[src/sv/qcas_pkg.sv]
// Package for the quadrilateral corner angle sort block.
// Holds widths, item and stage types and the corner pair table.
// Depends on nothing; every module of the block imports it.
`default_nettype none

package qcas_pkg;

	localparam int COORD_BITS  = 12;
	localparam int NUM_CORNERS = 4;
	localparam int NUM_PAIRS   = 6;
	localparam int IDX_BITS    = 2;
	localparam int SUM_BITS    = COORD_BITS + IDX_BITS;
	localparam int OFF_BITS    = COORD_BITS + 1;
	localparam int PROD_BITS   = 2 * OFF_BITS;
	localparam int CROSS_BITS  = PROD_BITS + 1;
	localparam int DIST_BITS   = 2 * COORD_BITS + 1;

	typedef logic [COORD_BITS-1:0]        coord_t;
	typedef logic [SUM_BITS-1:0]          sum_t;
	typedef logic signed [OFF_BITS-1:0]   off_t;
	typedef logic signed [PROD_BITS-1:0]  prod_t;
	typedef logic signed [CROSS_BITS-1:0] cross_t;
	typedef logic [DIST_BITS-1:0]         dist_t;
	typedef logic [IDX_BITS-1:0]          idx_t;

	typedef struct packed {
		coord_t x;
		coord_t y;
	} point_t;

	typedef point_t [NUM_CORNERS-1:0] points_t;

	typedef struct packed {
		coord_t corner0_x;
		coord_t corner0_y;
		coord_t corner1_x;
		coord_t corner1_y;
		coord_t corner2_x;
		coord_t corner2_y;
		coord_t corner3_x;
		coord_t corner3_y;
	} quad_in_t;

	typedef struct packed {
		coord_t sorted0_x;
		coord_t sorted0_y;
		coord_t sorted1_x;
		coord_t sorted1_y;
		coord_t sorted2_x;
		coord_t sorted2_y;
		coord_t sorted3_x;
		coord_t sorted3_y;
	} quad_out_t;

	// Corners with their centroid.
	typedef struct packed {
		points_t pts;
		coord_t  cx;
		coord_t  cy;
	} cen_t;

	// Offsets from the centroid; a corner at the centroid has ax forced to 1.
	typedef struct packed {
		points_t                    pts;
		off_t [NUM_CORNERS-1:0]     ax;
		off_t [NUM_CORNERS-1:0]     ay;
		logic [NUM_CORNERS-1:0]     half;
		dist_t [NUM_CORNERS-1:0]    dist2;
	} offs_t;

	// Cross product terms and distance compares for each unordered pair.
	typedef struct packed {
		points_t                  pts;
		prod_t [NUM_PAIRS-1:0]    p_ab;
		prod_t [NUM_PAIRS-1:0]    p_ba;
		logic [NUM_CORNERS-1:0]   half;
		logic [NUM_PAIRS-1:0]     far_ab;
		logic [NUM_PAIRS-1:0]     far_ba;
	} cross_terms_t;

	// ahead[j][i] is set when corner j goes strictly ahead of corner i.
	typedef struct packed {
		points_t                                 pts;
		logic [NUM_CORNERS-1:0][NUM_CORNERS-1:0] ahead;
	} order_t;

	localparam idx_t PAIR_A [NUM_PAIRS] = '{idx_t'(0), idx_t'(0), idx_t'(0),
		idx_t'(1), idx_t'(1), idx_t'(2)};
	localparam idx_t PAIR_B [NUM_PAIRS] = '{idx_t'(1), idx_t'(2), idx_t'(3),
		idx_t'(2), idx_t'(3), idx_t'(3)};

	function automatic points_t unpack_quad(input quad_in_t q);
		points_t p;
		p[0].x = q.corner0_x;
		p[0].y = q.corner0_y;
		p[1].x = q.corner1_x;
		p[1].y = q.corner1_y;
		p[2].x = q.corner2_x;
		p[2].y = q.corner2_y;
		p[3].x = q.corner3_x;
		p[3].y = q.corner3_y;
		return p;
	endfunction

	function automatic quad_out_t pack_quad(input points_t p);
		quad_out_t q;
		q.sorted0_x = p[0].x;
		q.sorted0_y = p[0].y;
		q.sorted1_x = p[1].x;
		q.sorted1_y = p[1].y;
		q.sorted2_x = p[2].x;
		q.sorted2_y = p[2].y;
		q.sorted3_x = p[3].x;
		q.sorted3_y = p[3].y;
		return q;
	endfunction

endpackage

`default_nettype wire

[src/sv/qcas_order.sv]
// Fourth pipeline stage: turns the cross products into the strict
// goes-before relation between every ordered pair. Depends on qcas_pkg.
`default_nettype none

module qcas_order (
	input  logic                   clk,
	input  logic                   arst_n,
	input  logic                   terms_valid,
	output logic                   terms_ready,
	input  qcas_pkg::cross_terms_t terms,
	output logic                   ord_valid,
	input  logic                   ord_ready,
	output qcas_pkg::order_t       ord
);
	import qcas_pkg::*;

	logic   valid_s4;
	order_t data_s4;
	order_t nxt;
	cross_t cross_diff;
	logic   ha;
	logic   hb;

	always_comb begin
		nxt.pts    = terms.pts;
		nxt.ahead  = '0;
		cross_diff = '0;
		ha    = 1'b0;
		hb    = 1'b0;
		for (int k = 0; k < NUM_PAIRS; k++) begin
			cross_diff = cross_t'(terms.p_ab[k]) - cross_t'(terms.p_ba[k]);
			ha    = terms.half[PAIR_A[k]];
			hb    = terms.half[PAIR_B[k]];
			if (ha != hb) begin
				nxt.ahead[PAIR_A[k]][PAIR_B[k]] = hb;
				nxt.ahead[PAIR_B[k]][PAIR_A[k]] = ha;
			end else if (cross_diff > 0) begin
				nxt.ahead[PAIR_A[k]][PAIR_B[k]] = 1'b1;
			end else if (cross_diff < 0) begin
				nxt.ahead[PAIR_B[k]][PAIR_A[k]] = 1'b1;
			end else begin
				nxt.ahead[PAIR_A[k]][PAIR_B[k]] = terms.far_ab[k];
				nxt.ahead[PAIR_B[k]][PAIR_A[k]] = terms.far_ba[k];
			end
		end
	end

	assign terms_ready = !valid_s4 || ord_ready;

	always_ff @(posedge clk or negedge arst_n) begin
		if (!arst_n) begin
			valid_s4 <= 1'b0;
		end else if (terms_ready) begin
			valid_s4 <= terms_valid;
		end
	end

	always_ff @(posedge clk) begin
		if (terms_valid && terms_ready) begin
			data_s4 <= nxt;
		end
	end

	assign ord_valid = valid_s4;
	assign ord       = data_s4;

endmodule

`default_nettype wire

[config.mk]
export PLATFORM = sky130hd
export DESIGN_NAME = qcas_order
export DESIGN_NICKNAME = d
export VERILOG_FILES = /design/src/sv/qcas_pkg.sv /design/src/sv/qcas_order.sv
export SDC_FILE = /design/constraint.sdc
export NUM_CORES = 1
export LEC_CHECK = 0
export BUFFER_PORTS_ARGS = -buffer_cell sky130_fd_sc_hd__buf_4
export CAP_MARGIN = 10
export CORE_MARGIN = 4
export CORE_UTILIZATION = 35
export DETAILED_ROUTE_END_ITERATION = 12
export PLACE_DENSITY = 0.57
export SETUP_SLACK_MARGIN = 0.05
export SLEW_MARGIN = 40
export SYNTH_ARGS = -nofsm -noshare
export SYNTH_HDL_FRONTEND = slang
export SYNTH_SLANG_ARGS = --single-unit
[constraint.sdc]
create_clock -name clk -period 5.3 [get_ports clk]
set_input_delay 0.53 -clock clk [delete_from_list [all_inputs] [get_ports clk]]
set_output_delay 0.53 -clock clk [all_outputs]
set_load 0.01 [all_outputs]
==> out/results.txt <==
Status = finished clean
Full die area = 43870 µm²
Inserted Clock Buffers = 9
Most common library cells after synthesis = 217 x inv_1, 156 x ha_1, 143 x a21oi_1
Yosys top cell area share = 22.83%
Asr flop ratio synth = 0.9174%
Worst hold-check path type = in2reg
WP data arrival = 3.73 ns
TritonCTS clock tree = built
Area leader, netlist = edfxtp_1
Post-synthesis cell type count = 101
RSZ-0062 raised after global routing = no
Initial antenna violation count = 7
Area of the core = 39910 µm²
Worst ir drop on vdd = 0.1679 mV
I/O pin count = 542
Crit path depth = 14
RR Startpoint = ord_valid
WL per Instance = 21.59 µm
Leakage = 8.959 nW
Design area = 18940 µm²
Seq/Total Area, Yosys = 23.01%
Setup TNS = 0 ns
Crit path kind = in2reg
Initial DRC count = 972
Top_reg_cell synth = edfxtp_1
Via density = 5.606
Post-Syn Area = 14200 µm²
FF-to-FF End = ord[63]
Clock transition at the registers of the reported paths = 0.09 ns
Slowest Stage Delay on Critical Path = 0.46 ns
Max clock buf depth = 2
Placer Congestion = 0.9760
CP endpoint = ord[1]
Largest net degree at the start of global routing = 37
Initial Utilization = 35.58%
Nets@finish = 2851
Minimum clock period = 3.620 ns
Fmax = 276.3 MHz
HPWL after DPL = 52530 µm
Cell mode on critical path = inv_1
GR Util All Layers = 25.75%
Clk Latency, worst-skew pair = 0.37 ns
#FFs+latches synth = 109
Total power = 3.484 mW
Post-synth EDFFs = 108
Skew final = 0.01306 ns
Reg2Reg Setup Slack = 3.12 ns
Top Family by Delay on Critical Path = compound AO/OA/AOI/OAI gates
Critical Path RT = 5.41 ns
TritonCTS Sinks = 109
DRT Wirelength = 60380 µm
R2R cell count = 5
Tcrit/Tclk final = 68.29%
Die Y = 209.4 µm
Vias in the first global route = 15.38k
# setup viols final = 0
Post-route antenna net violation count = 0
Setup crit start = terms[172]
Most frequent cell after synthesis = inv_1
Post-Syn Instances = 1776
Share of layout cells above drive strength 1 = 26.57%
Synthesized area per cell = 7.997 µm²
Vias post-DR = 15.68k
CP Launch Type = input port
Chip width = 209.4 µm
Synth top area cells = edfxtp_1 23%, ha_1 14%, inv_1 5.7%
Num rows = 73
Critical path capture point type = flop
Final routed DRC violation total = 0
Worst path bufs/invs = 3
CP Cell Sequence = buf_4 -> inv_1 -> ha_1 -> inv_1 -> fa_1 -> a211oi_2 -> o211ai_1 -> a21oi_2 -> mux2i_1 -> a2111oi_0 -> and4_1 -> nand4_1 -> nor4_1 -> a21oi_1
Rel. slew slack = 51.89%
Slowest-stage cell, CP = nor4_1
Max cap viols = 0
GRT Residual Overflow = 0
Placed inst area = 18620 µm²
CTS resizes = 0
Total iterations of the first detailed-routing run = 6
CTS root buffer = clkbuf_16
CP max FO = 5
Pwr/cell area = 184.0 nW/µm²
Slew Limit Fails = 0
P&R area growth vs syn = 33.34%
Port Buffers = 537
First-pass GRT wire length = 90340 µm
Slew @ Worst Pin = 0.7035 ns
Yosys warns = 0
Htree depth = 3
Count of final hold-check violations = 0
-- flip-flops by register name, summed over array words and instances, names as in the netlist --
register,count
ord_valid,1
ord,108
-- worst register-to-register path, stage by stage, from the launching register on --
cell	delay, ns
dfrtp_1	0.39
nand2b_1	0.14
and2_4	0.27
buf_12	0.25
buf_12	0.25
buf_4	0.50
-- logic make-up after synthesis --
logic type               after synthesis  synth area share (%)
buffers and inverters                287                 8.061
multiplexers                          34                 2.484
flip-flops                           109                 23.01
adder cells (fa/ha/maj)              164                 14.73
AO/OA/AOI/OAI                        591                 28.39
other                                  1               0.02640
AND/OR/NAND/NOR                      542                 20.34
XOR/XNOR                              48                 2.960
-- layout make-up --
| class | count | area [µm²] |
|---|---|---|
| Clock buffer | 10 | 229.0 |
| Multi-Input combinational cell | 1383 | 9803 |
| Tap cell | 525 | 656.9 |
| Timing Repair Buffer | 541 | 4089 |
| Sequential cell | 109 | 3268 |
| Clock inverter | 6 | 63.81 |
| Inverter | 217 | 814.5 |
| Fill cell | 4028 | 20980 |
| Antenna cell | 5 | 12.51 |
-- worst min path at each step --
stage,from,to,slack (ns),depth (start not counted)
final,terms[333],ord[21],0.33,1
after global routing,terms[333],ord[21],0.32,1
after CTS,terms[333],ord[21],0.31,1
after detailed placement,arst_n,ord_valid,0.31,1
after global placement,arst_n,ord_valid,0.31,1
after floorplan,arst_n,ord_valid,0.23,0
-- timing repair --
action | CTS | global route
hold buffers | 1 | 0
endpoints found under the hold margin | 1 | 0
setup buffers | 0 | 0
-- per-stage QoR --
step	util, %	hold slack, ns	setup WS [ns]	instances
2_1_floorplan	-	0.2344	1.580	1779
3_3_place_gp	46.55	0.3086	1.444	2772
3_5_place_dp	46.65	0.3085	1.352	2774
4_1_cts	47.41	0.3122	1.733	2791
5_1_grt	47.44	0.3158	1.507	2796
6_report	47.44	0.3309	1.680	2796
-- power breakdown --
| group | leakage, nW | internal [mW] | total [mW] | switching, mW |
|---|---|---|---|---|
| clock network | 0.140 | 0.334 | 0.692 | 0.358 |
| registers | 1.04 | 1.01 | 1.02 | 0.0152 |
| logic | 7.78 | 0.791 | 1.77 | 0.978 |
| total | 8.96 | 2.13 | 3.48 | 1.35 |
-- routing by layer --
layer  track usage, %  wire [µm]  vias to the layer above
met5                0         13                        -
met2            47.41      31310                      560
met3            3.303       3054                       82
met4            8.866       1972                        2
li1                 -          -                     7622
met1            30.77      24030                     7409
-- cells in the final DEF (no fill, tap or decap), types with 25 or more instances in the layout --
master	n
nor3_1	50
xor2_1	25
edfxtp_1	108
inv_1	217
nand2b_1	32
nor2b_1	25
ha_1	156
nand2_1	112
a21o_1	63
nor2_1	100
nand3_1	50
buf_4	538
nand4_1	39
a211oi_1	28
a21oi_1	143
o21ai_0	96
a31oi_1	30
(Power assumes the default switching activity.)
