File: src/sv/qcas_pkg.sv
// Package for the quadrilateral corner angle sort block.
// Holds widths, item and stage types and the corner pair table.
// Depends on nothing; every module of the block imports it.
`default_nettype none

package qcas_pkg;

	localparam int COORD_BITS  = 12;
	localparam int NUM_CORNERS = 4;
	localparam int NUM_PAIRS   = 6;
	localparam int IDX_BITS    = 2;
	localparam int SUM_BITS    = COORD_BITS + IDX_BITS;
	localparam int OFF_BITS    = COORD_BITS + 1;
	localparam int PROD_BITS   = 2 * OFF_BITS;
	localparam int CROSS_BITS  = PROD_BITS + 1;
	localparam int DIST_BITS   = 2 * COORD_BITS + 1;

	typedef logic [COORD_BITS-1:0]        coord_t;
	typedef logic [SUM_BITS-1:0]          sum_t;
	typedef logic signed [OFF_BITS-1:0]   off_t;
	typedef logic signed [PROD_BITS-1:0]  prod_t;
	typedef logic signed [CROSS_BITS-1:0] cross_t;
	typedef logic [DIST_BITS-1:0]         dist_t;
	typedef logic [IDX_BITS-1:0]          idx_t;

	typedef struct packed {
		coord_t x;
		coord_t y;
	} point_t;

	typedef point_t [NUM_CORNERS-1:0] points_t;

	typedef struct packed {
		coord_t corner0_x;
		coord_t corner0_y;
		coord_t corner1_x;
		coord_t corner1_y;
		coord_t corner2_x;
		coord_t corner2_y;
		coord_t corner3_x;
		coord_t corner3_y;
	} quad_in_t;

	typedef struct packed {
		coord_t sorted0_x;
		coord_t sorted0_y;
		coord_t sorted1_x;
		coord_t sorted1_y;
		coord_t sorted2_x;
		coord_t sorted2_y;
		coord_t sorted3_x;
		coord_t sorted3_y;
	} quad_out_t;

	// Corners with their centroid.
	typedef struct packed {
		points_t pts;
		coord_t  cx;
		coord_t  cy;
	} cen_t;

	// Offsets from the centroid; a corner at the centroid has ax forced to 1.
	typedef struct packed {
		points_t                    pts;
		off_t [NUM_CORNERS-1:0]     ax;
		off_t [NUM_CORNERS-1:0]     ay;
		logic [NUM_CORNERS-1:0]     half;
		dist_t [NUM_CORNERS-1:0]    dist2;
	} offs_t;

	// Cross product terms and distance compares for each unordered pair.
	typedef struct packed {
		points_t                  pts;
		prod_t [NUM_PAIRS-1:0]    p_ab;
		prod_t [NUM_PAIRS-1:0]    p_ba;
		logic [NUM_CORNERS-1:0]   half;
		logic [NUM_PAIRS-1:0]     far_ab;
		logic [NUM_PAIRS-1:0]     far_ba;
	} cross_terms_t;

	// ahead[j][i] is set when corner j goes strictly ahead of corner i.
	typedef struct packed {
		points_t                                 pts;
		logic [NUM_CORNERS-1:0][NUM_CORNERS-1:0] ahead;
	} order_t;

	localparam idx_t PAIR_A [NUM_PAIRS] = '{idx_t'(0), idx_t'(0), idx_t'(0),
		idx_t'(1), idx_t'(1), idx_t'(2)};
	localparam idx_t PAIR_B [NUM_PAIRS] = '{idx_t'(1), idx_t'(2), idx_t'(3),
		idx_t'(2), idx_t'(3), idx_t'(3)};

	function automatic points_t unpack_quad(input quad_in_t q);
		points_t p;
		p[0].x = q.corner0_x;
		p[0].y = q.corner0_y;
		p[1].x = q.corner1_x;
		p[1].y = q.corner1_y;
		p[2].x = q.corner2_x;
		p[2].y = q.corner2_y;
		p[3].x = q.corner3_x;
		p[3].y = q.corner3_y;
		return p;
	endfunction

	function automatic quad_out_t pack_quad(input points_t p);
		quad_out_t q;
		q.sorted0_x = p[0].x;
		q.sorted0_y = p[0].y;
		q.sorted1_x = p[1].x;
		q.sorted1_y = p[1].y;
		q.sorted2_x = p[2].x;
		q.sorted2_y = p[2].y;
		q.sorted3_x = p[3].x;
		q.sorted3_y = p[3].y;
		return q;
	endfunction

endpackage

`default_nettype wire

File: src/sv/qcas_offset.sv
// Second pipeline stage: offsets from the centroid, half-plane bits and
// squared distances from the image origin. Depends on qcas_pkg.
`default_nettype none

module qcas_offset (
	input  logic           clk,
	input  logic           arst_n,
	input  logic           cen_valid,
	output logic           cen_ready,
	input  qcas_pkg::cen_t cen,
	output logic           offs_valid,
	input  logic           offs_ready,
	output qcas_pkg::offs_t offs
);
	import qcas_pkg::*;

	logic  valid_s2;
	offs_t data_s2;
	offs_t nxt;
	off_t  dx [NUM_CORNERS];
	off_t  dy [NUM_CORNERS];

	always_comb begin
		nxt.pts = cen.pts;
		for (int i = 0; i < NUM_CORNERS; i++) begin
			dx[i] = off_t'({1'b0, cen.pts[i].x}) - off_t'({1'b0, cen.cx});
			dy[i] = off_t'({1'b0, cen.pts[i].y}) - off_t'({1'b0, cen.cy});
			// Lower half [0, pi) holds positive dy and the non-negative x axis.
			nxt.half[i] = !((dy[i] > 0) || ((dy[i] == 0) && (dx[i] >= 0)));
			// The centre counts as pointing along +x.
			nxt.ax[i] = ((dx[i] == 0) && (dy[i] == 0)) ? off_t'(1) : dx[i];
			nxt.ay[i] = dy[i];
			nxt.dist2[i] = dist_t'(cen.pts[i].x) * dist_t'(cen.pts[i].x)
				+ dist_t'(cen.pts[i].y) * dist_t'(cen.pts[i].y);
		end
	end

	assign cen_ready = !valid_s2 || offs_ready;

	always_ff @(posedge clk or negedge arst_n) begin
		if (!arst_n) begin
			valid_s2 <= 1'b0;
		end else if (cen_ready) begin
			valid_s2 <= cen_valid;
		end
	end

	always_ff @(posedge clk) begin
		if (cen_valid && cen_ready) begin
			data_s2 <= nxt;
		end
	end

	assign offs_valid = valid_s2;
	assign offs       = data_s2;

endmodule

`default_nettype wire

File: config.mk
export PLATFORM = sky130hd
export DESIGN_NAME = qcas_offset
export DESIGN_NICKNAME = d
export VERILOG_FILES = /design/src/sv/qcas_pkg.sv /design/src/sv/qcas_offset.sv
export SDC_FILE = /design/constraint.sdc
export NUM_CORES = 2
export LEC_CHECK = 0
export ABC_AREA = 1
export BUFFER_PORTS_ARGS = -buffer_cell sky130_fd_sc_hd__buf_2
export CORE_MARGIN = 2
export CORE_UTILIZATION = 65
export CTS_CLUSTER_DIAMETER = 200
export DETAILED_ROUTE_END_ITERATION = 8
export PLACE_DENSITY_LB_ADDON = 0.05
export SLEW_MARGIN = 20
export SYNTH_ARGS = -nofsm -noshare
export SYNTH_HDL_FRONTEND = slang
export SYNTH_SLANG_ARGS = --single-unit
File: constraint.sdc
create_clock -name clk -period 38.3 [get_ports clk]
set_clock_uncertainty 0.15 [all_clocks]
set_input_delay 1.915 -clock clk [delete_from_list [all_inputs] [get_ports clk]]
set_output_delay 1.915 -clock clk [all_outputs]
set_load 0.02 [all_outputs]
==> flow_metrics.py <==
metrics = {
    "run_status": {
        "status": "complete, no violations",
    },
    "synth": {
        "synth_edf_count": 304,
        "yosysUniqueCellTypes": 44,
        "synthArstFlopShare": 0.00328,
        "ys_warn_count": 0,
        "syn_nets": 6957,
        "syn_avg_cell_area_sq_um": 8.78,
        "seq_area_frac_synth": 0.190,
        "synth.cell_area_sq_um": 48200,
        "synthFlopType": "edfxtp_1",
        "syn_inst": 5495,
        "ys_ff_latch": 305,
    },
    "place": {
        "portBuffers": 429,
        "dpl_worst_slack_ns": 30.18,
        "hpwl_mm": 98.7,
        "place_congestion": 0.946,
    },
    "cells_and_area": {
        "final_layout_size_suffix_gt1_frac": 0.0920,
        "syn_to_final_growth_pct": 8.52,
        "nets": 7326,
        "n_antenna_cell": 0,
    },
    "grt": {
        "top_usage_layer": "met2",
        "grt_util_met2": 0.539,
        "grt.total_usage": 0.327,
        "overflow": 0,
        "antenna_found_initial": 5,
        "grt_start_max_net_pins": 77,
        "grt_pass1_wl_mm": 196,
        "globalRouteMet3Util": 0.0616,
        "grt_pass1_vias": 37600,
        "use_met1": 0.448,
    },
    "timing": {
        "finalCritPeriodShare": 0.197,
        "slew_violations": 0,
        "finalHoldViolations": 0,
        "finalCriticalPeriod_ns": 7.53,
        "slew_headroom": 0.335,
        "max_freq_mhz": 133,
        "rsz0062_at_grt": "no",
        "final.setup.tns_ns": 0,
        "worst_pin_slew_ns": 0.997,
        "holdWs_ns": 0.502,
        "setup_viol": 0,
        "fin_ws_ns": 30.77,
    },
    "critical_path": {
        "path_max_fanout": 14,
        "slowest_stage": "fa_1",
        "worstSetupEndpointType": "flop",
        "crit_family": "adder cells",
        "start_kind": "input pin",
        "slowest_delay_ns": 0.55,
        "path_class": "in -> reg",
        "cp_num_buf_inv": 6,
        "cp.required_ns": 38.48,
        "cp.arrival_ns": 7.71,
    },
    "die": {
        "die-area_sq_um": 76400,
        "ios": 430,
        "core_area_sq_um": 73200,
        "die_w_microns": 276,
        "fp.dieH_microns": 276,
        "initial_core_util": 0.659,
        "rows": 99,
    },
    "detailed_routing": {
        "ant_nets": 0,
        "drc": 0,
        "drtPass1Iterations": 5,
        "vias_per_cell": 5.26,
        "routed_wl_mm": 120,
        "avgRoutedWirePerCell_microns": 17.6,
        "via_count": 36000,
        "drt_iter0_drc": 2564,
    },
    "clock_network": {
        "cts_setup_buffers": 0,
        "cts_buffers": 36,
        "htree_levels": 2,
        "cts_tree": "done",
        "clockBufferDepth": 3,
        "holdBufCountCts": 0,
        "insertion_delay_ns": 0.57,
        "cts_root_buf": "clkbuf_16",
        "clock_sinks": 305,
        "path_clk_slew_ns": 0.06,
        "cts_resized": 0,
    },
    "worst_hold_path": {
        "hold_path.class": "reg -> reg",
    },
    "job": {
        "drv_cap": 0,
    },
}
==> final cells by class <==
class                           count  area (sq um)
Multi-Input combinational cell   3376         32300
Fill cell                        5931         20800
Sequential cell                   305          9150
Inverter                         1712          6430
Timing Repair Buffer              433          2180
Tap cell                          959          1200
Clock buffer                       44           952
Clock inverter                     19           156
==> worst paths after layout <==
path	start	to	slack [ns]	depth (start not counted)
max	cen[69]	offs[45]$_DFFE_PP_	30.77	25
min	offs_valid$_DFFE_PN0N_	offs_valid$_DFFE_PN0N_	0.50	2
max reg2reg	offs_valid$_DFFE_PN0N_	offs[162]$_SDFFCE_PP0P_	34.81	3
min reg2reg	offs_valid$_DFFE_PN0N_	offs_valid$_DFFE_PN0N_	0.50	2
max in group asynchronous	arst_n	offs_valid$_DFFE_PN0N_	36.95	1
min in group asynchronous	arst_n	offs_valid$_DFFE_PN0N_	0.96	1
==> per-layer routing <==
| layer | vias up | part of all wire |
|---|---|---|
| met1 | 17600 | 0.41 |
| met5 | - | 0.00012 |
| met3 | 175 | 0.088 |
| met2 | 1280 | 0.47 |
| li1 | 16900 | - |
| met4 | 2 | 0.025 |
==> sequential cells by signal (all words and copies together) (netlist names) <==
signal	count
offs	304
offs_valid	1
==> synthesized netlist by cell type, types with 6 or more instances <==
master / n / share of area
o211ai_1: 6 / 0.00093
xnor2_1: 47 / 0.0085
o21ai_1: 6 / 0.00062
nor3_1: 25 / 0.0026
clkbuf_1: 101 / 0.0079
a21o_1: 28 / 0.0044
a21oi_1: 124 / 0.013
o21bai_1: 15 / 0.0023
ha_1: 527 / 0.14
nor2_1: 189 / 0.015
nand3b_1: 12 / 0.0019
nand2_1: 1153 / 0.090
nand2_2: 18 / 0.0023
a31oi_1: 9 / 0.0012
nand4_1: 48 / 0.0062
xor2_1: 86 / 0.016
inv_1: 1707 / 0.13
edfxtp_1: 304 / 0.19
o21ai_0: 40 / 0.0041
nand3_1: 165 / 0.017
fa_1: 811 / 0.34
or2_2: 7 / 0.00091
nor2_2: 7 / 0.00091
==> cell families after synthesis <==
group	synth area share
compound gates	0.0318
xor+xnor	0.0241
fa+ha+maj	0.473
buf+inv	0.141
flops	0.190
simple gates	0.140
==> worst min-delay path, cell delays in order, from the launching register on <==
cell and delay, ns:
dfrtp_1 0.42, nand2_1 0.13, nand2_1 0.07
==> layout by cell type (no fill, tap or decap), types with 7 or more instances in the layout <==
cell,netlist,layout
xor2_1,86,86
clkbuf_16,0,37
or2_2,7,7
clkbuf_1,101,7
nor2_2,7,7
buf_2,1,429
edfxtp_1,304,304
nor2_1,189,189
nand2_1,1153,1153
clkinv_2,0,7
nand4_1,48,48
nand3b_1,12,12
xnor2_1,47,47
ha_1,527,527
a21oi_1,124,123
a31oi_1,9,9
fa_1,811,811
o21bai_1,15,15
nand3_1,165,165
inv_1,1707,1707
nor3_1,25,25
o21ai_0,40,40
a21o_1,28,28
nand2_2,18,18
==> through the flow <==
step,cells,util,area [sq um]
2_1_floorplan,5495,-,48200
3_3_place_gp,6785,0.700,51300
3_5_place_dp,6785,0.700,51300
4_1_cts,6848,0.715,52400
5_1_grt,6848,0.715,52400
6_report,6848,0.715,52400
Power is not shown: default switching activity piles up to over one toggle a cycle in this logic, so the estimate is an artifact.
