<file path="src/sv/qcas_pkg.sv">
// Package for the quadrilateral corner angle sort block.
// Holds widths, item and stage types and the corner pair table.
// Depends on nothing; every module of the block imports it.
`default_nettype none

package qcas_pkg;

	localparam int COORD_BITS  = 12;
	localparam int NUM_CORNERS = 4;
	localparam int NUM_PAIRS   = 6;
	localparam int IDX_BITS    = 2;
	localparam int SUM_BITS    = COORD_BITS + IDX_BITS;
	localparam int OFF_BITS    = COORD_BITS + 1;
	localparam int PROD_BITS   = 2 * OFF_BITS;
	localparam int CROSS_BITS  = PROD_BITS + 1;
	localparam int DIST_BITS   = 2 * COORD_BITS + 1;

	typedef logic [COORD_BITS-1:0]        coord_t;
	typedef logic [SUM_BITS-1:0]          sum_t;
	typedef logic signed [OFF_BITS-1:0]   off_t;
	typedef logic signed [PROD_BITS-1:0]  prod_t;
	typedef logic signed [CROSS_BITS-1:0] cross_t;
	typedef logic [DIST_BITS-1:0]         dist_t;
	typedef logic [IDX_BITS-1:0]          idx_t;

	typedef struct packed {
		coord_t x;
		coord_t y;
	} point_t;

	typedef point_t [NUM_CORNERS-1:0] points_t;

	typedef struct packed {
		coord_t corner0_x;
		coord_t corner0_y;
		coord_t corner1_x;
		coord_t corner1_y;
		coord_t corner2_x;
		coord_t corner2_y;
		coord_t corner3_x;
		coord_t corner3_y;
	} quad_in_t;

	typedef struct packed {
		coord_t sorted0_x;
		coord_t sorted0_y;
		coord_t sorted1_x;
		coord_t sorted1_y;
		coord_t sorted2_x;
		coord_t sorted2_y;
		coord_t sorted3_x;
		coord_t sorted3_y;
	} quad_out_t;

	// Corners with their centroid.
	typedef struct packed {
		points_t pts;
		coord_t  cx;
		coord_t  cy;
	} cen_t;

	// Offsets from the centroid; a corner at the centroid has ax forced to 1.
	typedef struct packed {
		points_t                    pts;
		off_t [NUM_CORNERS-1:0]     ax;
		off_t [NUM_CORNERS-1:0]     ay;
		logic [NUM_CORNERS-1:0]     half;
		dist_t [NUM_CORNERS-1:0]    dist2;
	} offs_t;

	// Cross product terms and distance compares for each unordered pair.
	typedef struct packed {
		points_t                  pts;
		prod_t [NUM_PAIRS-1:0]    p_ab;
		prod_t [NUM_PAIRS-1:0]    p_ba;
		logic [NUM_CORNERS-1:0]   half;
		logic [NUM_PAIRS-1:0]     far_ab;
		logic [NUM_PAIRS-1:0]     far_ba;
	} cross_terms_t;

	// ahead[j][i] is set when corner j goes strictly ahead of corner i.
	typedef struct packed {
		points_t                                 pts;
		logic [NUM_CORNERS-1:0][NUM_CORNERS-1:0] ahead;
	} order_t;

	localparam idx_t PAIR_A [NUM_PAIRS] = '{idx_t'(0), idx_t'(0), idx_t'(0),
		idx_t'(1), idx_t'(1), idx_t'(2)};
	localparam idx_t PAIR_B [NUM_PAIRS] = '{idx_t'(1), idx_t'(2), idx_t'(3),
		idx_t'(2), idx_t'(3), idx_t'(3)};

	function automatic points_t unpack_quad(input quad_in_t q);
		points_t p;
		p[0].x = q.corner0_x;
		p[0].y = q.corner0_y;
		p[1].x = q.corner1_x;
		p[1].y = q.corner1_y;
		p[2].x = q.corner2_x;
		p[2].y = q.corner2_y;
		p[3].x = q.corner3_x;
		p[3].y = q.corner3_y;
		return p;
	endfunction

	function automatic quad_out_t pack_quad(input points_t p);
		quad_out_t q;
		q.sorted0_x = p[0].x;
		q.sorted0_y = p[0].y;
		q.sorted1_x = p[1].x;
		q.sorted1_y = p[1].y;
		q.sorted2_x = p[2].x;
		q.sorted2_y = p[2].y;
		q.sorted3_x = p[3].x;
		q.sorted3_y = p[3].y;
		return q;
	endfunction

endpackage

`default_nettype wire

</file>
<file path="src/sv/qcas_rank.sv">
// Last pipeline stage: counts each corner's rank and routes the corners
// into the output register. Depends on qcas_pkg.
`default_nettype none

module qcas_rank (
	input  logic                clk,
	input  logic                arst_n,
	input  logic                ord_valid,
	output logic                ord_ready,
	input  qcas_pkg::order_t    ord,
	output logic                sorted_valid,
	input  logic                sorted_ready,
	output qcas_pkg::quad_out_t sorted
);
	import qcas_pkg::*;

	logic                                    valid_s5;
	quad_out_t                               data_s5;
	idx_t                                    rank [NUM_CORNERS];
	logic [NUM_CORNERS-1:0][NUM_CORNERS-1:0] hit;
	points_t                                 slot;

	// A corner is counted ahead when it goes strictly before, or ties and
	// came earlier in the input.
	always_comb begin
		for (int i = 0; i < NUM_CORNERS; i++) begin
			rank[i] = '0;
			for (int j = 0; j < NUM_CORNERS; j++) begin
				if (j != i) begin
					if (ord.ahead[j][i] || ((j < i) && !ord.ahead[i][j])) begin
						rank[i] = rank[i] + idx_t'(1);
					end
				end
			end
		end
		for (int r = 0; r < NUM_CORNERS; r++) begin
			slot[r] = '0;
			for (int i = 0; i < NUM_CORNERS; i++) begin
				hit[r][i] = (rank[i] == idx_t'(r));
				if (hit[r][i]) begin
					slot[r] = ord.pts[i];
				end
			end
		end
	end

	assign ord_ready = !valid_s5 || sorted_ready;

	always_ff @(posedge clk or negedge arst_n) begin
		if (!arst_n) begin
			valid_s5 <= 1'b0;
		end else if (ord_ready) begin
			valid_s5 <= ord_valid;
		end
	end

	always_ff @(posedge clk) begin
		if (ord_valid && ord_ready) begin
			data_s5 <= pack_quad(slot);
		end
	end

	assign sorted_valid = valid_s5;
	assign sorted       = data_s5;

`ifndef SYNTHESIS
	// The ranks of one item form a permutation.
	a_rank_perm: assert property (@(posedge clk) disable iff (!arst_n)
		(ord_valid && ord_ready) |-> ($onehot(hit[0]) && $onehot(hit[1])
			&& $onehot(hit[2]) && $onehot(hit[3])))
		else $error("corner ranks are not a permutation");

	// No two corners may each go strictly before the other.
	a_ahead_antisym: assert property (@(posedge clk) disable iff (!arst_n)
		ord_valid |-> !((ord.ahead[0][1] && ord.ahead[1][0])
			|| (ord.ahead[0][2] && ord.ahead[2][0])
			|| (ord.ahead[0][3] && ord.ahead[3][0])
			|| (ord.ahead[1][2] && ord.ahead[2][1])
			|| (ord.ahead[1][3] && ord.ahead[3][1])
			|| (ord.ahead[2][3] && ord.ahead[3][2])))
		else $error("goes-before relation is not antisymmetric");

	// An item taken from the previous stage shows up on the output.
	a_load_shows: assert property (@(posedge clk) disable iff (!arst_n)
		(ord_valid && ord_ready) |=> sorted_valid)
		else $error("item taken into the output register was lost");
`endif

endmodule

`default_nettype wire

</file>
<file path="config.mk">
export PLATFORM = sky130hd
export DESIGN_NAME = qcas_rank
export DESIGN_NICKNAME = d
export VERILOG_FILES = /design/src/sv/qcas_pkg.sv /design/src/sv/qcas_rank.sv
export SDC_FILE = /design/constraint.sdc
export NUM_CORES = 1
export LEC_CHECK = 0
export BUFFER_PORTS_ARGS = -buffer_cell sky130_fd_sc_hd__clkbuf_2
export CAP_MARGIN = 20
export CORE_ASPECT_RATIO = 0.9
export CORE_UTILIZATION = 48
export CTS_BUF_LIST = sky130_fd_sc_hd__clkbuf_4
export CTS_CLUSTER_DIAMETER = 30
export DETAILED_ROUTE_END_ITERATION = 7
export HOLD_SLACK_MARGIN = 0.15
export PLACE_DENSITY = 0.8
export SYNTH_ARGS = -nofsm -noshare
export SYNTH_HDL_FRONTEND = slang
export SYNTH_SLANG_ARGS = --single-unit
</file>
<file path="constraint.sdc">
create_clock -name clk -period 3.29 [get_ports clk]
set_input_delay 0 -clock clk [delete_from_list [all_inputs] [get_ports clk]]
set_output_delay 0 -clock clk [all_outputs]
set_load 0.005 [all_outputs]
</file>
==> impl_metrics.py <==
metrics = {
    "placement": {
        "hpwl_um": 14300,
        "io_buffers": 209,
        "gp_congestion": 0.874,
    },
    "power": {
        "seqPwrFrac_pct": 41.5,
        "p_int_mw": 2.55,
        "p_per_area_nw_per_um2": 398,
        "p_leak_nw": 3.81,
        "p_comb_share_pct": 39.0,
        "power_mw": 3.81,
        "power.share.clock_pct": 19.5,
        "swShare_pct": 33.1,
        "ir_drop_v": 0.000189,
        "power.net_switching_mw": 1.26,
    },
    "clock_network": {
        "h-tree-depth": 3,
        "clock_sinks": 97,
        "cts_made_buffers": 9,
        "clkLatencyLatePin_ps": 460,
        "cts_resized": 0,
        "cts_tree": "built",
        "cts_buffer_depth": 2,
        "clkTransAtPathRegs_ps": 150,
        "root_buffer": "clkbuf_4",
    },
    "logic_synthesis": {
        "synthMuxAreaShare_pct": 0.698,
        "ys_seq_elements": 97,
        "yosys.area_share.simple_pct": 15.3,
        "ys.flop_type": "edfxtp_1",
        "syn_inst": 611,
        "ys_seq_area_share_pct": 45.1,
        "syn_nets": 736,
        "yosys_warnings": 0,
        "synth.distinct_cells": 42,
        "synth.avg_cell_area_um2": 10.6,
        "synth-compound-area-share_pct": 32.4,
        "synth_edf_count": 96,
        "syn-cell-area_um2": 6450,
        "synth_xor_area_share_pct": 0,
        "synth_adder_area_share_pct": 1.75,
        "async_reset_ff_share_pct": 1.03,
        "synth_top_family_by_area": "compound AO/OA/AOI/OAI gates",
    },
    "sta": {
        "timing.final.max_slew_violations": 0,
        "clock.fmax_mhz": 372,
        "setup-violations-final": 0,
        "post-route-min-period_ps": 2690,
        "rsz0062_at_grt": "no",
        "min_period_over_period_pct": 81.7,
        "worst_pin_slew_ps": 985,
        "finClkSkew_ps": 29.4,
        "hold_viol": 0,
        "tns_ps": 0,
        "maxSlewHeadroom_pct": 34.2,
    },
    "flow_run": {
        "drv_cap": 0,
    },
    "drt": {
        "dr.pass1.iters": 8,
        "vias": 7504,
        "drt-initial-drc-count": 1284,
        "vias_per_cell": 6.61,
        "drc": 10,
        "routed_wl_um": 25700,
        "wl_per_cell_um": 22.7,
        "postRouteAntennaNets": 0,
    },
    "final_layout": {
        "syn2layout_area_growth_pct": 48.1,
        "layout_commonest_cell": "clkbuf_2",
        "multi_input_area_um2": 3330,
        "fillers": 870,
        "final_cell_mix": "clkbuf_2 (209), dlygate4sd3_1 (167), nand2_1 (102)",
        "ff_latch_area_um2": 2910,
        "fin_nets": 1090,
        "drive_gt1_share_pct": 34.0,
    },
    "die": {
        "start_util_pct": 50.1,
        "rows": 39,
        "ioPinCount": 214,
        "core_um2": 12900,
        "die_area_um2": 13900,
        "fp.dieW_um": 124,
        "die_y_um": 112,
    },
    "run_status": {
        "status": "complete, but fails checks",
        "failed_checks": "design-rule violations",
    },
    "worst_setup_path": {
        "cp_data_required_time_ps": 3520,
        "critical_path_arrival_ps": 2920,
        "worstSetupEndpointType": "flip-flop",
        "critical_path.max_fanout": 13,
        "worst_setup_path_start_kind": "primary input",
        "worstSetupPathType": "primary input to flip-flop",
    },
    "min_path": {
        "hold_class": "primary input to flip-flop",
    },
    "global_route": {
        "grtUsageTotal_pct": 36.2,
        "antenna_found_initial": 1,
        "grt_overflow_total": 0,
        "grt_pass1_wl_um": 39500,
        "grt_max_degree": 97,
        "grt_pass1_vias": 7597,
    },
}
==> final cells by class <==
cell class / instances / share of cell area, %
well taps: 164 / 2.15
inverters: 6 / 0.236
flip-flops and latches: 97 / 30.4
clock buffers: 10 / 0.786
repair buffers: 397 / 30.7
multi-input cells: 454 / 34.8
diodes: 1 / 0.0262
clock inverters: 6 / 0.864
==> worst max-delay path: stages <==
cell and delay (ps):
clkbuf_2 100, nand2b_1 160, ha_1 480, nand2b_1 170, o22ai_2 90, nor2_2 620
buf_8 250, a221oi_1 100, dlygate4sd3_1 610, o31ai_1 350
==> cell usage after synthesis, drive strengths merged, types with 2 or more instances <==
cell type | number | area [um^2]
o21ai | 4 | 23.8
o31ai | 97 | 798
nand3b | 2 | 15.0
nand2b | 13 | 81.3
inv | 6 | 22.5
edfxtp | 96 | 2880
clkbuf | 19 | 78.8
a31oi | 2 | 12.5
a221oi | 96 | 1150
nand2 | 102 | 383
mux2i | 2 | 45.0
nor3b | 2 | 20.0
buf | 35 | 209
ha | 9 | 113
o22ai | 5 | 56.3
o22a | 3 | 26.3
nor2 | 103 | 407
or2 | 3 | 18.8
nand3 | 2 | 10.0
==> worst paths after layout <==
path / from / end / slack [ps] / cells after the start
max: ord[1] / sorted[22] / 600 / 10
min: ord[35] / sorted[67] / 200 / 3
max reg2reg: sorted_valid / sorted[22] / 1760 / 3
min reg2reg: sorted_valid / sorted[41] / 1090 / 3
max in group asynchronous: arst_n / sorted_valid / 2820 / 3
min in group asynchronous: arst_n / sorted_valid / 380 / 3
==> cells by family (layout without fill, tap and decap cells) <==
logic type,after synthesis,count (layout)
simple gates,233,233
other cells,0,1
fa+ha+maj,9,9
compound gates,210,210
mux,2,2
buf+inv,60,419
flops,97,97
==> state kept, by name, summed over array words and instances (netlist names) <==
signal,count
sorted_valid,1
sorted,96
==> power groups by stage <==
stage                     Combinational (mW)  Clock, mW  Sequential (mW)
after global placement                  1.05          0             1.60
final                                   1.48      0.744             1.58
after floorplan                        0.638          0             1.62
after detailed placement                1.10          0             1.61
after CTS                               1.39      0.735             1.58
after global routing                    1.56      0.782             1.59
==> what timing repair did <==
item,CTS,global route
endpoints found under the hold margin,98,0
endpoints found under the setup margin,0,0
hold buffers,167,0
setup buffers,0,0
==> through the flow <==
step	setup slack, ps	cells	cell area, um^2	hold slack, ps	util, %
3_3_place_gp	661	947	7650	-226	59.4
6_report	601	1135	9560	199	74.2
5_1_grt	566	1135	9560	212	74.2
3_5_place_dp	778	949	7690	-221	59.7
2_1_floorplan	76.0	611	6450	-296	-
4_1_cts	740	1132	9520	154	73.9
==> metal layers <==
metal  global-route usage (%)  vias up  part of all wire [%]
met3                     9.03      179                    13
met2                     56.4      767                    45
met1                     44.4     3433                    35
li1                         -     3125                     -
met4                     24.5        0                   6.4
met5                        0        -                     0
Note: power is estimated with default switching activity, not from simulation.
