[src/sv/qcas_pkg.sv]
// Package for the quadrilateral corner angle sort block.
// Holds widths, item and stage types and the corner pair table.
// Depends on nothing; every module of the block imports it.
`default_nettype none

package qcas_pkg;

	localparam int COORD_BITS  = 12;
	localparam int NUM_CORNERS = 4;
	localparam int NUM_PAIRS   = 6;
	localparam int IDX_BITS    = 2;
	localparam int SUM_BITS    = COORD_BITS + IDX_BITS;
	localparam int OFF_BITS    = COORD_BITS + 1;
	localparam int PROD_BITS   = 2 * OFF_BITS;
	localparam int CROSS_BITS  = PROD_BITS + 1;
	localparam int DIST_BITS   = 2 * COORD_BITS + 1;

	typedef logic [COORD_BITS-1:0]        coord_t;
	typedef logic [SUM_BITS-1:0]          sum_t;
	typedef logic signed [OFF_BITS-1:0]   off_t;
	typedef logic signed [PROD_BITS-1:0]  prod_t;
	typedef logic signed [CROSS_BITS-1:0] cross_t;
	typedef logic [DIST_BITS-1:0]         dist_t;
	typedef logic [IDX_BITS-1:0]          idx_t;

	typedef struct packed {
		coord_t x;
		coord_t y;
	} point_t;

	typedef point_t [NUM_CORNERS-1:0] points_t;

	typedef struct packed {
		coord_t corner0_x;
		coord_t corner0_y;
		coord_t corner1_x;
		coord_t corner1_y;
		coord_t corner2_x;
		coord_t corner2_y;
		coord_t corner3_x;
		coord_t corner3_y;
	} quad_in_t;

	typedef struct packed {
		coord_t sorted0_x;
		coord_t sorted0_y;
		coord_t sorted1_x;
		coord_t sorted1_y;
		coord_t sorted2_x;
		coord_t sorted2_y;
		coord_t sorted3_x;
		coord_t sorted3_y;
	} quad_out_t;

	// Corners with their centroid.
	typedef struct packed {
		points_t pts;
		coord_t  cx;
		coord_t  cy;
	} cen_t;

	// Offsets from the centroid; a corner at the centroid has ax forced to 1.
	typedef struct packed {
		points_t                    pts;
		off_t [NUM_CORNERS-1:0]     ax;
		off_t [NUM_CORNERS-1:0]     ay;
		logic [NUM_CORNERS-1:0]     half;
		dist_t [NUM_CORNERS-1:0]    dist2;
	} offs_t;

	// Cross product terms and distance compares for each unordered pair.
	typedef struct packed {
		points_t                  pts;
		prod_t [NUM_PAIRS-1:0]    p_ab;
		prod_t [NUM_PAIRS-1:0]    p_ba;
		logic [NUM_CORNERS-1:0]   half;
		logic [NUM_PAIRS-1:0]     far_ab;
		logic [NUM_PAIRS-1:0]     far_ba;
	} cross_terms_t;

	// ahead[j][i] is set when corner j goes strictly ahead of corner i.
	typedef struct packed {
		points_t                                 pts;
		logic [NUM_CORNERS-1:0][NUM_CORNERS-1:0] ahead;
	} order_t;

	localparam idx_t PAIR_A [NUM_PAIRS] = '{idx_t'(0), idx_t'(0), idx_t'(0),
		idx_t'(1), idx_t'(1), idx_t'(2)};
	localparam idx_t PAIR_B [NUM_PAIRS] = '{idx_t'(1), idx_t'(2), idx_t'(3),
		idx_t'(2), idx_t'(3), idx_t'(3)};

	function automatic points_t unpack_quad(input quad_in_t q);
		points_t p;
		p[0].x = q.corner0_x;
		p[0].y = q.corner0_y;
		p[1].x = q.corner1_x;
		p[1].y = q.corner1_y;
		p[2].x = q.corner2_x;
		p[2].y = q.corner2_y;
		p[3].x = q.corner3_x;
		p[3].y = q.corner3_y;
		return p;
	endfunction

	function automatic quad_out_t pack_quad(input points_t p);
		quad_out_t q;
		q.sorted0_x = p[0].x;
		q.sorted0_y = p[0].y;
		q.sorted1_x = p[1].x;
		q.sorted1_y = p[1].y;
		q.sorted2_x = p[2].x;
		q.sorted2_y = p[2].y;
		q.sorted3_x = p[3].x;
		q.sorted3_y = p[3].y;
		return q;
	endfunction

endpackage

`default_nettype wire

[src/sv/qcas_centroid.sv]
// First pipeline stage: registers the corners and their truncated centroid.
// Depends on qcas_pkg.
`default_nettype none

module qcas_centroid (
	input  logic              clk,
	input  logic              arst_n,
	input  logic              corners_valid,
	output logic              corners_ready,
	input  qcas_pkg::quad_in_t corners,
	output logic              cen_valid,
	input  logic              cen_ready,
	output qcas_pkg::cen_t    cen
);
	import qcas_pkg::*;

	logic    valid_s1;
	cen_t    data_s1;
	points_t pts;
	sum_t    sx;
	sum_t    sy;

	always_comb begin
		pts = unpack_quad(corners);
		sx  = '0;
		sy  = '0;
		for (int i = 0; i < NUM_CORNERS; i++) begin
			sx = sx + sum_t'(pts[i].x);
			sy = sy + sum_t'(pts[i].y);
		end
	end

	assign corners_ready = !valid_s1 || cen_ready;

	always_ff @(posedge clk or negedge arst_n) begin
		if (!arst_n) begin
			valid_s1 <= 1'b0;
		end else if (corners_ready) begin
			valid_s1 <= corners_valid;
		end
	end

	// Division by four is the top bits of the sum.
	always_ff @(posedge clk) begin
		if (corners_valid && corners_ready) begin
			data_s1.pts <= pts;
			data_s1.cx  <= sx[SUM_BITS-1:IDX_BITS];
			data_s1.cy  <= sy[SUM_BITS-1:IDX_BITS];
		end
	end

	assign cen_valid = valid_s1;
	assign cen       = data_s1;

endmodule

`default_nettype wire

[config.mk]
export PLATFORM = sky130hd
export DESIGN_NAME = qcas_centroid
export DESIGN_NICKNAME = d
export VERILOG_FILES = /design/src/sv/qcas_pkg.sv /design/src/sv/qcas_centroid.sv
export SDC_FILE = /design/constraint.sdc
export NUM_CORES = 1
export LEC_CHECK = 0
export CAP_MARGIN = 20
export CORE_ASPECT_RATIO = 1.75
export CORE_MARGIN = 4
export CORE_UTILIZATION = 50
export CTS_CLUSTER_DIAMETER = 100
export DETAILED_ROUTE_END_ITERATION = 10
export DONT_BUFFER_PORTS = 1
export PLACE_DENSITY = 0.7
export REMOVE_ABC_BUFFERS = 1
export SLEW_MARGIN = 20
export SYNTH_ARGS = -nofsm -noshare
export SYNTH_HDL_FRONTEND = slang
export SYNTH_SLANG_ARGS = --single-unit
export TNS_END_PERCENT = 20
[constraint.sdc]
create_clock -name clk -period 5.5 [get_ports clk]
set_input_delay 0.55 -clock clk [delete_from_list [all_inputs] [get_ports clk]]
set_output_delay 0.55 -clock clk [all_outputs]
set_load 0.1 [all_outputs]
==> impl_metrics.env, run 1 <==
export IMPL_cts_setup_buffers=0
export IMPL_worstPathMaxFanout=47
export IMPL_finalMaxSlewViolations=0
export IMPL_port_buffer_count=0
export IMPL_design_portCount=222
export IMPL_highest_count_cells_in_the_layout_ignoring_fill_and_taps="inv_1 (144), edfxtp_1 (120), fa_1 (48), ha_1 (22), a21oi_1 (18)"
export IMPL_die_area_um2=14200
export IMPL_final_fill_count=968
export IMPL_syn_area_per_cell_um2=13.6
export IMPL_grt_met2_usage_pct=28.1
export IMPL_hold_path_class="input port to flip-flop"
export IMPL_post_synth_top_area_fraction_pct=58.5
export IMPL_antenna_violations_before_repair=0
export IMPL_tritoncts_num_sinks=121
export IMPL_max_vdd_ir_drop_mv=0.241
export IMPL_power_density_normalized_to_cell_area_nw_per_um2=540
export IMPL_global_route_track_usage_on_met1_pct=18.0
export IMPL_crit_path_top_delay_cell="nand2b_1"
export IMPL_finClkSkew_ns=0.00508
export IMPL_yosysUniqueCellTypes=30
export IMPL_slew_headroom_pct=28.2
export IMPL_die_width_um=91.9
export IMPL_p_sw_share_pct=39.5
export IMPL_root_buffer="clkbuf_16"
export IMPL_number_of_buffers_inserted_for_hold_repair_after_clock_tree_synthesis=1
export IMPL_std_cell_rows=53
export IMPL_finalSetupTns_ns=0
export IMPL_post_route_min_period_ns=3.25
export IMPL_power_share_combinational_pct=17.7
export IMPL_area_growth_pct=14.7
export IMPL_ctsResizeCount=0
export IMPL_htree_levels=4
export IMPL_outcome="finished clean"
export IMPL_layout_drive_gt1_share_pct=8.21
export IMPL_p_seq_share_pct=49.5
export IMPL_rsz0062_at_grt="false"
export IMPL_via_count_of_the_first_global_routing_pass=3623
export IMPL_synthCells=452
export IMPL_worstMarginPinSlew_ns=1.08
export IMPL_pin_count_of_the_biggest_net_entering_global_routing=48
export IMPL_gr_usage_all_layers_pct=17.0
export IMPL_tritoncts_num_buffers=17
export IMPL_clk_transition_reported_paths_ns=0.06
export IMPL_route_final_wire_length_mm=11.4
export IMPL_finalNetCount=644
export IMPL_globalRouteOverflowTotal=0
export IMPL_timing_critical_path_buf_inv=1
export IMPL_critPathArrivalTime_ns=3.29
export IMPL_layout_worst_path_cycle_share_pct=59.1
export IMPL_initial_utilization_pct=51.0
export IMPL_worstSetupPathType="flip-flop to flip-flop"
export IMPL_wl_per_cell_um=17.5
export IMPL_setup_violations=0
export IMPL_part_of_the_yosys_area_used_for_sequential_elements_pct=58.9
export IMPL_synthDominantAreaCellType="edfxtp_1"
export IMPL_synth_yosys_warnings=0
export IMPL_clkLatencyLatePin_ns=0.40
export IMPL_dr_first_iter_drc_count=170
export IMPL_switchingPower_w=0.00151
export IMPL_worstPathRequired_ns=5.53
export IMPL_buffer_levels_on_the_longest_clock_path=2
export IMPL_drc=0
export IMPL_tritoncts="built"
export IMPL_detailed_place_hpwl_mm=8.92
export IMPL_via_count=3287
export IMPL_global_route_hottest_layer="met2"
export IMPL_pwr_share_clk_pct=32.8
export IMPL_route_detailed_vias_per_inst=5.04
export IMPL_floorplan_die_height_um=155
export IMPL_mostFrequentLayoutCell="inv_1"
export IMPL_timing_critical_path_cells="nand2b_1, and2_4, buf_4"
export IMPL_start_kind="flip-flop"
export IMPL_finish_utilization_pct=58.5
export IMPL_gr_layer_usage_met3_pct=9.49
export IMPL_core_area_um2=12100
export IMPL_internal_power_w=0.00231
export IMPL_maxCapViolations=0
export IMPL_place_congestion=0.858
export IMPL_crit_family="simple AND/OR/NAND/NOR gates"
export IMPL_drt_pre_antenna_iters=4
export IMPL_cell_area_after_synthesis_um2=6160
export IMPL_critical_path_max_stage_delay_ns=0.96
export IMPL_grt_first_pass_wirelength_mm=18.4
export IMPL_max_freq_mhz=307
export IMPL_static_leakage_power_nw=3.08
export IMPL_post_synth_main_area_contributors="edfxtp_1 (59%), fa_1 (16%), inv_1 (8.8%)"
export IMPL_insertedDiodeCount=0
export IMPL_hold_viol=0
export IMPL_yosys_register_bits=121
export IMPL_final_antenna_net_count=0
export IMPL_worstSetupEndpointType="flip-flop"
## through the flow
step | hold WS (ns) | power (W) | setup WS [ns] | instances | cell area [um2]
floorplan | 0.254 | 0.00243 | 0.471 | 452 | 6160
detailed placement | 0.254 | 0.00258 | 2.20 | 619 | 6380
CTS | 0.213 | 0.00385 | 2.22 | 652 | 7060
finish | 0.239 | 0.00381 | 2.25 | 652 | 7060
global route | 0.214 | 0.00399 | 2.14 | 652 | 7060
global placement | 0.254 | 0.00256 | 2.25 | 619 | 6380
## flip-flops by register name, summed over array words and instances (netlist names)
name	count
cen	120
cen_valid	1
## final timing paths
path,startpoint,end,slack [ns],cells past startpoint
setup / recovery,cen_valid,cen[2],2.25,3
hold / removal,corners[94],cen[46],0.24,0
setup reg to reg,cen_valid,cen[2],2.25,3
hold reg to reg,cen_valid,cen_valid,1.86,2
max in group asynchronous,arst_n,cen_valid,5.05,1
min in group asynchronous,arst_n,cen_valid,0.35,1
## cells by family (layout without fill, tap and decap cells)
logic type                 count (synthesis)  in the layout  share of synthesized area [%]
adders and majority gates                 70             70                           20.1
and+or+nand+nor                           39             39                           3.07
xor gates and xnor gates                  18             18                           2.56
AOI/OAI and AO/OA                         60             60                           6.57
buffers and inverters                    144            179                           8.78
DFF                                      121            121                           58.9
## power groups by stage
| stage | Sequential (W) | Combinational (W) | Clock, W |
|---|---|---|---|
| floorplan | 0.00189 | 0.000538 | 0 |
| global placement | 0.00191 | 0.000655 | 0 |
| detailed placement | 0.00191 | 0.000671 | 0 |
| CTS | 0.00189 | 0.000681 | 0.00128 |
| global route | 0.00190 | 0.000775 | 0.00132 |
| finish | 0.00189 | 0.000675 | 0.00125 |
## synth_stat cells
cell type and number:
a41oi_1 2, or2_1 2, o21ai_1 6, fa_1 48, a21oi_2 2, nand2b_1 6
a211oi_2 1, dfrtp_1 1, nand2_1 14, edfxtp_1 120, o211ai_1 7, ha_1 22
a21o_1 4, a32oi_1 2, o21bai_1 3, xnor2_1 6, o211ai_2 1, nand4b_1 2
nor2_1 8, and2_1 3, a21bo_1 2, a21oi_1 18, a211oi_1 1, o21bai_2 1
a31oi_1 4, a21o_2 2, inv_1 144, o21ai_0 4, xor2_1 12, nand3_1 4
## area by class of cell
class / instances / area, um2 / share of cell area (%)
multi-input cells: 187 / 1990 / 28.2
clock inverters: 15 / 248 / 3.51
clock buffers: 17 / 425 / 6.02
flip-flops and latches: 121 / 3630 / 51.4
repair buffers: 3 / 25.0 / 0.354
well taps: 165 / 206 / 2.92
inverters: 144 / 541 / 7.65
## layer usage
| layer | part of all wire [%] | wire length, um |
|---|---|---|
| met1 | 35 | 4020 |
| met5 | 0 | 0 |
| met3 | 13 | 1480 |
| met2 | 50 | 5700 |
| met4 | 2.1 | 235 |
(Power assumes the default switching activity.)
==> run 2: changes to the inputs <==
PLACE_DENSITY = 0.73   (was 0.7)
clock period = 2.85 ns   (was 5.5 ns; I/O delays follow)
==> impl_metrics.env, run 2 (synthesized netlist as in run 1, its figures left out) <==
export IMPL_initial_utilization_pct=51.0
export IMPL_start_kind="input port"
export IMPL_worstSetupPathType="input port to flip-flop"
export IMPL_highest_count_cells_in_the_layout_ignoring_fill_and_taps="inv_1 (144), edfxtp_1 (120), dlygate4sd3_1 (98), fa_1 (48), ha_1 (22)"
export IMPL_area_growth_pct=31.0
export IMPL_hold_viol=0
export IMPL_pin_count_of_the_biggest_net_entering_global_routing=59
export IMPL_max_vdd_ir_drop_mv=0.492
export IMPL_route_detailed_vias_per_inst=5.04
export IMPL_clkLatencyLatePin_ns=0.41
export IMPL_htree_levels=4
export IMPL_globalRouteOverflowTotal=0
export IMPL_outcome="finished clean"
export IMPL_design_portCount=222
export IMPL_post_route_min_period_ns=2.69
export IMPL_final_fill_count=825
export IMPL_grt_first_pass_wirelength_mm=23.0
export IMPL_finalNetCount=755
export IMPL_dr_first_iter_drc_count=189
export IMPL_buffer_levels_on_the_longest_clock_path=2
export IMPL_seq_area_um2=3630
export IMPL_finish_utilization_pct=66.8
export IMPL_clk_transition_reported_paths_ns=0.05
export IMPL_finClkSkew_ns=0.00614
export IMPL_core_area_um2=12100
export IMPL_tritoncts="built"
export IMPL_route_final_wire_length_mm=14.4
export IMPL_worstSetupEndpointType="flip-flop"
export IMPL_std_cell_rows=53
export IMPL_crit_path_top_delay_cell="fa_1"
export IMPL_via_count_of_the_first_global_routing_pass=4428
export IMPL_tritoncts_num_buffers=17
export IMPL_setup_violations=0
export IMPL_max_freq_mhz=371
export IMPL_floorplan_die_height_um=155
export IMPL_final_instance_count_excl_fill=763
export IMPL_mostFrequentLayoutCell="inv_1"
export IMPL_critPathArrivalTime_ns=2.84
export IMPL_die_width_um=91.9
export IMPL_gr_usage_all_layers_pct=21.5
export IMPL_slew_headroom_pct=34.1
export IMPL_power_density_normalized_to_cell_area_nw_per_um2=908
export IMPL_cts_setup_buffers=0
export IMPL_antenna_violations_before_repair=0
export IMPL_tritoncts_num_sinks=121
export IMPL_finalMaxSlewViolations=0
export IMPL_insertedDiodeCount=0
export IMPL_flip_flop_count_of_the_largest_register_all_copies_and_words_added=120
export IMPL_critical_path_max_stage_delay_ns=0.56
export IMPL_post_place_cells=633
export IMPL_drc=0
export IMPL_port_buffer_count=0
export IMPL_detailed_place_hpwl_mm=9.13
export IMPL_root_buffer="clkbuf_16"
export IMPL_hold_path_class="input port to asynchronous set/reset pin"
export IMPL_timing_critical_path_cells="inv_1, fa_1, inv_1, fa_1, nand2_1, nor2_1, fa_1, a211oi_1, o211ai_1, a31oi_1, o21bai_1, xor2_1"
export IMPL_total_power_w=0.00732
export IMPL_drt_pre_antenna_iters=4
export IMPL_wl_per_cell_um=18.9
export IMPL_rsz0062_at_grt="false"
export IMPL_worstMarginPinSlew_ns=0.990
export IMPL_crit_path_frequent_cell="fa_1"
export IMPL_finalHoldWorstSlack_ns=0.0835
export IMPL_final_antenna_net_count=0
export IMPL_maxCapViolations=0
export IMPL_die_area_um2=14200
export IMPL_worstPathRequired_ns=3.00
export IMPL_static_leakage_power_nw=3.52
export IMPL_worstPathMaxFanout=2
export IMPL_place_congestion=0.888
export IMPL_multiInputGateArea_um2=1990
export IMPL_layout_drive_gt1_share_pct=8.86
export IMPL_layout_worst_path_cycle_share_pct=94.5
export IMPL_via_count=3848
-- run 2: cell types whose count changed in the layout (fill, tap and decap cells not counted), sizes merged, moves of 2 or more --
cell and delta:
buf +14, bufinv -4, clkbuf +7, clkinv -2, dlygate4sd3 +97, inv -2
-- run 2: per-stage QoR --
stage / worst slack [ns] / instance area, um2 / TNS [ns]
global route: 0.00718 / 8070 / 0
floorplan: -2.18 / 6160 / -261.50
detailed placement: -0.149 / 6500 / -0.766
global placement: -0.109 / 6500 / -0.506
finish: 0.157 / 8070 / 0
CTS: 0.231 / 8070 / 0
-- run 2: report_power, final --
group	switching, W	internal, W	leakage [nW]
Sequential	0.00138	0.00226	1.15
Clock	0.000757	0.00137	0.286
Combinational	0.000846	0.000707	2.08
-- run 2: cell type report --
cell class,count,area share (%)
inverters,144,6.70
clock buffers,24,6.10
repair buffers,114,13.8
well taps,165,2.56
flip-flops and latches,121,45.0
multi-input cells,187,24.7
clock inverters,8,1.18
-- run 2: final timing paths --
kind	to	slack, ns	from	depth (start not counted)
worst min register to register	cen_valid	0.85	cen_valid	3
min in group clk	cen[12]	0.30	corners[84]	3
max in group asynchronous	cen_valid	2.66	arst_n	1
worst min-delay path	cen_valid	0.08	arst_n	1
worst max register to register	cen[79]	1.13	cen_valid	3
worst max-delay path	cen[9]	0.16	corners[1]	12
-- run 2: layer usage --
| metal | GRT usage (%) | part of all wire [%] | up-vias |
|---|---|---|---|
| met3 | 8.18 | 11 | 27 |
| met5 | 0 | 0 | - |
| met1 | 23.3 | 34 | 1852 |
| li1 | - | - | 1733 |
| met2 | 36.6 | 52 | 236 |
| met4 | 10.3 | 2.7 | 0 |
-- run 2: timing repair --
| item | in CTS | in global routing |
|---|---|---|
| resized for setup | 0 | 0 |
| hold buffers | 98 | 0 |
| hold endpoints to repair | 98 | 0 |
-- run 2: critical path: cells and delay by family --
family,cells,cell delay (ns)
adder cells (fa/ha/maj),3,1.45
AO/OA/AOI/OAI,4,0.69
AND/OR/NAND/NOR,2,0.15
buffers and inverters,2,0.12
XOR/XNOR,1,0.15
==> run 3: changes to the inputs <==
PLACE_DENSITY = 0.68   (was 0.73)
==> impl_metrics.env, run 3 (synthesized netlist as in run 1, its figures left out) <==
export IMPL_setup_violations=0
export IMPL_highest_count_cells_in_the_layout_ignoring_fill_and_taps="inv_1 (144), edfxtp_1 (120), dlygate4sd3_1 (98), fa_1 (48), ha_1 (22)"
export IMPL_wl_per_cell_um=18.5
export IMPL_internal_power_w=0.00424
export IMPL_flip_flop_count_of_the_largest_register_all_copies_and_words_added=120
export IMPL_finalNetCount=752
export IMPL_area_growth_pct=30.6
export IMPL_port_buffer_count=0
export IMPL_final_antenna_net_count=0
export IMPL_design_portCount=222
export IMPL_dr_first_iter_drc_count=210
export IMPL_die_width_um=91.9
export IMPL_worstPathMaxFanout=2
export IMPL_hold_path_class="input port to asynchronous set/reset pin"
export IMPL_crit_path_top_delay_cell="fa_1"
export IMPL_detailed_place_hpwl_mm=9.12
export IMPL_final_fill_count=891
export IMPL_timing_critical_path_cells="inv_1, fa_1, inv_1, fa_1, nand2_1, nor2_1, fa_1, a211oi_2, o211ai_1, a31oi_1, o21bai_1, xor2_1"
export IMPL_clkLatencyLatePin_ns=0.41
export IMPL_mostFrequentLayoutCell="inv_1"
export IMPL_core_area_um2=12100
export IMPL_drt_pre_antenna_iters=6
export IMPL_buffer_levels_on_the_longest_clock_path=2
export IMPL_crit_path_frequent_cell="fa_1"
export IMPL_worstReg2RegStart="cen_valid"
export IMPL_grt_first_pass_wirelength_mm=22.3
export IMPL_insertedDiodeCount=0
export IMPL_tritoncts_num_sinks=121
export IMPL_layout_worst_path_cycle_share_pct=93.1
export IMPL_globalRouteOverflowTotal=0
export IMPL_route_detailed_vias_per_inst=4.92
export IMPL_layout_drive_gt1_share_pct=8.91
export IMPL_die_area_um2=14200
export IMPL_worstMarginPinSlew_ns=0.940
export IMPL_outcome="finished clean"
export IMPL_p_sw_share_pct=41.5
export IMPL_post_route_min_period_ns=2.65
export IMPL_critPathArrivalTime_ns=2.80
export IMPL_layout_cell_area_non_filler_um2=8040
export IMPL_regToRegEndpoint="cen[36]"
export IMPL_ff2ff_setup_slack_ns=1.00
export IMPL_drc=0
export IMPL_crit_family="adder cells"
export IMPL_finish_utilization_pct=66.6
export IMPL_antenna_violations_before_repair=0
export IMPL_seq_area_um2=3630
export IMPL_rr_worst_depth=4
export IMPL_finalMaxSlewViolations=0
export IMPL_via_count=3740
export IMPL_place_ws_ns=-0.192
export IMPL_root_buffer="clkbuf_16"
export IMPL_slew_headroom_pct=37.4
export IMPL_cts_setup_buffers=0
export IMPL_worstSetupEndpointType="flip-flop"
export IMPL_rsz0062_at_grt="false"
export IMPL_htree_levels=4
export IMPL_finClkSkew_ns=0.00841
export IMPL_layout_setup_ws_ns=0.196
export IMPL_maxCapViolations=0
export IMPL_multiInputGateArea_um2=1990
export IMPL_initial_utilization_pct=51.0
export IMPL_std_cell_rows=53
export IMPL_pwr_share_clk_pct=28.9
export IMPL_timing_critical_path_buf_inv=2
export IMPL_floorplan_die_height_um=155
export IMPL_worstSetupPathType="input port to flip-flop"
export IMPL_total_power_w=0.00724
export IMPL_start_kind="input port"
export IMPL_p_seq_share_pct=50.2
export IMPL_pin_count_of_the_biggest_net_entering_global_routing=52
export IMPL_max_vdd_ir_drop_mv=0.486
export IMPL_tritoncts="built"
export IMPL_post_dp_cell_area_um2=6470
export IMPL_place_congestion=0.876
export IMPL_power_density_normalized_to_cell_area_nw_per_um2=901
export IMPL_static_leakage_power_nw=3.50
export IMPL_hold_viol=0
export IMPL_route_final_wire_length_mm=14.1
export IMPL_tritoncts_num_buffers=17
export IMPL_clk_transition_reported_paths_ns=0.05
export IMPL_via_count_of_the_first_global_routing_pass=4234
export IMPL_critical_path_max_stage_delay_ns=0.54
export IMPL_gr_usage_all_layers_pct=20.7
export IMPL_power_share_combinational_pct=20.9
export IMPL_worstPathRequired_ns=2.99
export IMPL_max_freq_mhz=377
export IMPL_switchingPower_w=0.00301
## run 3: layout make-up
class / count / area share, %
Sequential cell: 121 / 45.1
Multi-Input combinational cell: 187 / 24.8
Timing Repair Buffer: 111 / 13.6
Inverter: 144 / 6.72
Clock buffer: 17 / 5.29
Tap cell: 165 / 2.57
Clock inverter: 15 / 1.90
## run 3: routing by layer
metal / vias up / global-route usage (%) / wire [um]
met4: 0 / 7.80 / 258
met5: - / 0 / 0
met2: 207 / 35.1 / 7360
met1: 1793 / 23.5 / 5120
met3: 15 / 8.08 / 1360
li1: 1725 / - / -
## run 3: worst max-delay path by stage
stage | start | endpoint | slack (ns) | cells past startpoint
2_1_floorplan | cen_valid | cen[0] | -2.18 | 2
3_3_place_gp | corners[13] | cen[21] | -0.11 | 12
3_5_place_dp | corners[1] | cen[9] | -0.19 | 12
4_1_cts | corners[1] | cen[9] | 0.19 | 12
5_1_grt | corners[1] | cen[9] | 0.05 | 12
6_report | corners[13] | cen[21] | 0.20 | 12
## run 3: stage by stage
stage / hold WS (ns) / setup TNS, ns / instances
after floorplan: -0.0106 / -261.50 / 452
after global placement: -0.0105 / -0.587 / 630
after detailed placement: -0.0105 / -0.906 / 630
after CTS: 0.0733 / 0 / 760
after global routing: 0.0855 / 0 / 760
final: 0.0936 / 0 / 760
## run 3: what timing repair did
action                                 in CTS  in global routing
hold buffers                               98                  0
setup endpoints to repair                   0                  1
endpoints found under the hold margin      98                  0
gates resized for setup                     0                  1
## run 3: power by group through the flow
stage	registers [W]	logic [W]	clock network, W
3_5_place_dp	0.00367	0.00138	0
2_1_floorplan	0.00365	0.00104	0
4_1_cts	0.00364	0.00150	0.00211
5_1_grt	0.00365	0.00170	0.00223
3_3_place_gp	0.00367	0.00133	0
6_report	0.00363	0.00152	0.00209
